==> src/qpht_pkg.sv <==
package qpht_pkg;

  localparam int unsigned TABLE_DEPTH_DEF = 32;

  // Field widths
  localparam int unsigned FUNC_W   = 2;
  localparam int unsigned CODE_W   = 64;
  localparam int unsigned REST_W   = 53;
  localparam int unsigned SIZE_W   = 6;
  localparam int unsigned COEF_W   = 5;
  localparam int unsigned YEARS_W  = 6;
  localparam int unsigned STATUS_W = 3;
  localparam int unsigned SLOT_W   = 5;
  localparam int unsigned CFG_IDX_W = 2;
  // Probe offset width; offsets stay below 2^13 before the bound check stops the walk
  localparam int unsigned OFF_W    = 13;
  localparam int unsigned FRAC_W   = 32;

  // floor(2^64 * (sqrt(5)-1)/2)
  localparam logic [63:0] GOLD_FRAC = 64'h9E37_79B9_7F4A_7C15;

  // Operation codes
  localparam logic [FUNC_W-1:0] FN_CLEAR  = 2'd0;
  localparam logic [FUNC_W-1:0] FN_INSERT = 2'd1;
  localparam logic [FUNC_W-1:0] FN_LOOKUP = 2'd2;

  // Result status codes
  localparam logic [STATUS_W-1:0] ST_CLEARED  = 3'd0;
  localparam logic [STATUS_W-1:0] ST_INSERTED = 3'd1;
  localparam logic [STATUS_W-1:0] ST_DROPPED  = 3'd2;
  localparam logic [STATUS_W-1:0] ST_FOUND    = 3'd3;
  localparam logic [STATUS_W-1:0] ST_MISSING  = 3'd4;

  // Configuration register indexes
  localparam logic [CFG_IDX_W-1:0] CFG_TABLE_SIZE  = 2'd0;
  localparam logic [CFG_IDX_W-1:0] CFG_LINEAR_COEF = 2'd1;
  localparam logic [CFG_IDX_W-1:0] CFG_SQUARE_COEF = 2'd2;

  // One table entry as held in the record memory
  typedef struct packed {
    logic              valid;
    logic [CODE_W-1:0] surname;
    logic [CODE_W-1:0] post;
    logic [REST_W-1:0] rest;
  } rec_t;

  // Top 32 bits of the 64-bit fraction of years * golden ratio
  function automatic logic [FRAC_W-1:0] hash_frac(input logic [YEARS_W-1:0] years);
    logic [63:0] prod;
    prod = 64'(years) * GOLD_FRAC;
    return prod[63:32];
  endfunction

endpackage

==> src/qpht_home.sv <==
module qpht_home (
  input  logic                          clk,
  input  logic [qpht_pkg::YEARS_W-1:0]  years,
  input  logic [qpht_pkg::SIZE_W-1:0]   m,
  output logic [qpht_pkg::SIZE_W-1:0]   home
);
  import qpht_pkg::*;

  logic [FRAC_W-1:0]        frac_r;
  logic [FRAC_W+SIZE_W-1:0] prod;
  logic [SIZE_W-1:0]        home_r;

  // stage 1: fraction, stage 2: scale by slots in use
  assign prod = (FRAC_W+SIZE_W)'(frac_r) * (FRAC_W+SIZE_W)'(m);

  always_ff @(posedge clk) begin
    frac_r <= hash_frac(years);
    home_r <= prod[FRAC_W+SIZE_W-1:FRAC_W];
  end

  assign home = home_r;

endmodule

==> config.mk <==
export PLATFORM = sky130hd
export DESIGN_NAME = qpht_home
export DESIGN_NICKNAME = d
export VERILOG_FILES = /design/src/qpht_pkg.sv /design/src/qpht_home.sv
export SDC_FILE = /design/constraint.sdc
export NUM_CORES = 1
export LEC_CHECK = 0
export BUFFER_PORTS_ARGS = -buffer_cell sky130_fd_sc_hd__buf_4
export CORE_MARGIN = 5
export CORE_UTILIZATION = 67
export CTS_CLUSTER_DIAMETER = 200
export DETAILED_ROUTE_END_ITERATION = 16
export MAX_ROUTING_LAYER = met4
export PLACE_DENSITY = 0.84
export SLEW_MARGIN = 20
export SYNTH_ARGS = -nofsm -noshare
export SYNTH_HDL_FRONTEND = slang
export SYNTH_SLANG_ARGS = --single-unit
==> constraint.sdc <==
create_clock -name clk -period 5.6 [get_ports clk]
set_input_delay 0.28 -clock clk [delete_from_list [all_inputs] [get_ports clk]]
set_output_delay 0.28 -clock clk [all_outputs]
set_load 0.1 [all_outputs]
==> results.toml <==
[setup_path]
critPathSlowestCell = "fa_1"
critPathLaunchType = "primary input"
r2r-start = "frac_r[3]$_DFF_P_"
crit_fanout = 11
worstSetupPathType = "in -> reg"
worstPathArrival_ns = 5.07
end_kind = "register"
r2r-end = "home[5]$_DFF_P_"
worstPathRequired_ns = 5.77
regToRegSetupSlack_ns = 0.81
critPathMostFrequentCell = "inv_1"
worst_path_largest_cell_delay_ns = 0.61
critical_path.cell_chain = "buf_4, inv_1, fa_1, inv_1, fa_1, inv_1, fa_1, inv_1, ha_1, nand4_1, or2_1, or3_1, a211oi_2, nor2_1, o21ai_2, o21ai_1, nand2b_1, a31oi_1, xnor2_1"
rr_worst_depth = 17

[die]
dieArea_um2 = 18200
core_area_um2 = 15260
start_util_pct = 68.52
fp.dieH_um = 134.9
die_x_um = 134.9
ios = 19
row_count = 45

[routing]
drtIter0Drc = 384
postRouteAntennaNets = 0
drc = 0
routedWlPerCell_um = 15.59
vias = 7667
wirelength_um = 21570
first_pass_iters = 5
vias_per_cell = 5.540

[logic_synthesis]
synth_compound_area_share_pct = 10.32
synth_common_cells = "inv_1 (279), and2_1 (183), fa_1 (180)"
synthCells = 1168
async_flop_share_pct = 0
synthFlopType = "dfxtp_1"
synth.distinct_cells = 51
seq_area_frac_synth_pct = 7.276
synth_top_area_cell = "fa_1"
ys_ff_latch = 38
synth_mux_area_share_pct = 0
synth_top_area_share_pct = 34.47
yosys.area_share.simple_pct = 16.85
yosys_warnings = 0
ys_top_cells_by_area = "fa_1 (34%), ha_1 (17%), and2_1 (11%), inv_1 (10%), dfxtp_1 (7.3%)"
avgSynthCellArea_um2 = 8.951
syn_area_um2 = 10460
synth_xor_area_share_pct = 2.932
synth_edf_count = 0
syn_nets = 1506
synth_most_common_cell = "inv_1"
synth_top_family_by_area = "adder cells"
synth_fa_ha_area_share_pct = 51.82

[clock_tree]
clock_latency_ns = 0.28
clockBufferDepth = 2
cts_tree = "done"
clk_pin_slew_worst_paths_ns = 0.06
htreeDepth = 2
post-cts-setup-buffers = 0
cts_resized = 0
clock-sinks = 38
cts_buffers = 5
cts_hold_buffers = 0
cts_root_buffer = "clkbuf_16"

[finish]
fin_nets = 1511
syn2layout_area_growth_pct = 4.476
drive_above_1_share_pct = 3.495
fillers = 1163
diodes = 0
utilization_pct = 71.59

[global_routing]
grt_max_degree = 33
grt_pass1_wl_um = 38410
antenna_found_initial = 0
grt_pass1_vias = 8290
grt_overflow = 0
grt_use_total_pct = 26.28

[hold_path]
hold-path-cell-count = 4
hold_end = "home[5]$_DFF_P_"
hp-class = "in -> reg"
holdCritStartpoint = "m[5]"

[sta]
relSlewSlack_pct = 50.74
fin_crit_ns = 4.905
rsz0062_at_grt = "false"
period_share_pct = 87.58
slew_violations = 0
tightest_slew_ns = 0.7367
fin_ws_ns = 0.6954
setup_tns_ns = 0
fin_worst_skew_ns = 0.006029
setup_viol = 0
fmax_ghz = 0.2039
hold_viol_final = 0

[outcome]
status = "finished, final reports clean"

[placed_design]
gp_congestion = 0.9996
io_buffers = 18
hpwl_um = 18330
place_ws_ns = 0.4370

[run]
maxCapViolCount = 0
==> layout make-up <==
| type | instances | area (um^2) | share of cell area [%] |
|---|---|---|---|
| multi-input combinational | 829 | 8564 | 78.41 |
| inverter | 279 | 1047 | 9.588 |
| sequential | 38 | 760.7 | 6.964 |
| tap | 211 | 264.0 | 2.417 |
| timing repair buffer | 20 | 150.1 | 1.375 |
| clock buffer | 6 | 128.9 | 1.180 |
| clock inverter | 1 | 7.507 | 0.06873 |
==> stage by stage <==
step / instances / hold slack (ns) / cell area [um^2]
6_report: 1384 / 0.8107 / 10920
5_1_grt: 1384 / 0.8618 / 10920
4_1_cts: 1384 / 0.8038 / 10920
3_5_place_dp: 1377 / 0.7759 / 10790
3_3_place_gp: 1377 / 0.7757 / 10790
2_1_floorplan: 1168 / 0.7896 / 10460
==> cell usage in the layout, fill, tap and decap left out, types with 5 or more instances in the layout <==
master	count
a21oi_1	47
o21ai_0	23
a21o_1	36
nand3_1	17
inv_1	279
nor2b_1	5
buf_4	20
fa_1	180
o21a_1	6
xor2_1	13
clkbuf_16	5
dfxtp_1	38
nand2_1	34
nor2_1	27
xnor2_1	22
and3_1	5
nand4_1	12
ha_1	145
and2_1	183
nand2b_1	5
nor3_1	12
==> sequential cells by signal, indices dropped and copies added, names as in the netlist <==
| signal | flops |
|---|---|
| home | 6 |
| frac_r | 32 |
==> critical path: cells and delay by family <==
| kind | cells | cell delay [ns] |
|---|---|---|
| and+or+nand+nor | 5 | 1.14 |
| adders and majority gates | 4 | 2.06 |
| xor gates and xnor gates | 1 | 0.15 |
| buffers and inverters | 5 | 0.65 |
| AOI/OAI and AO/OA | 4 | 0.80 |
==> routing by layer <==
layer / track usage [%] / routed length [um] / share of wire (%) / vias up
met1: 35.21 / 9518 / 44 / 3775
met4: 4.186 / 214 / 0.99 / 0
met5: - / 0 / 0 / -
met3: 3.949 / 1281 / 5.9 / 20
li1: - / - / - / 3666
met2: 43.58 / 10560 / 49 / 206
==> cells by family (layout without fill, tap and decap cells) <==
kind of cell / after synthesis / count (layout)
xor gates and xnor gates: 35 / 35
adders and majority gates: 325 / 325
buffers and inverters: 301 / 306
and+or+nand+nor: 310 / 310
DFF: 38 / 38
AOI/OAI and AO/OA: 159 / 159
==> worst max-delay path by stage <==
stage                     slack, ns      from            endpoint  cells after the start
final                          0.70  years[0]  frac_r[25]$_DFF_P_                     19
after detailed placement       0.44  years[0]  frac_r[31]$_DFF_P_                     19
after floorplan                1.01  years[4]  frac_r[11]$_DFF_P_                     18
after global routing           0.37  years[4]  frac_r[29]$_DFF_P_                     19
after CTS                      0.72  years[0]  frac_r[31]$_DFF_P_                     19
after global placement         0.52  years[0]  frac_r[25]$_DFF_P_                     19
Power is left out: the tool's default activity adds up to more than one toggle a clock period on the data nets, which glitch-free logic cannot reach.
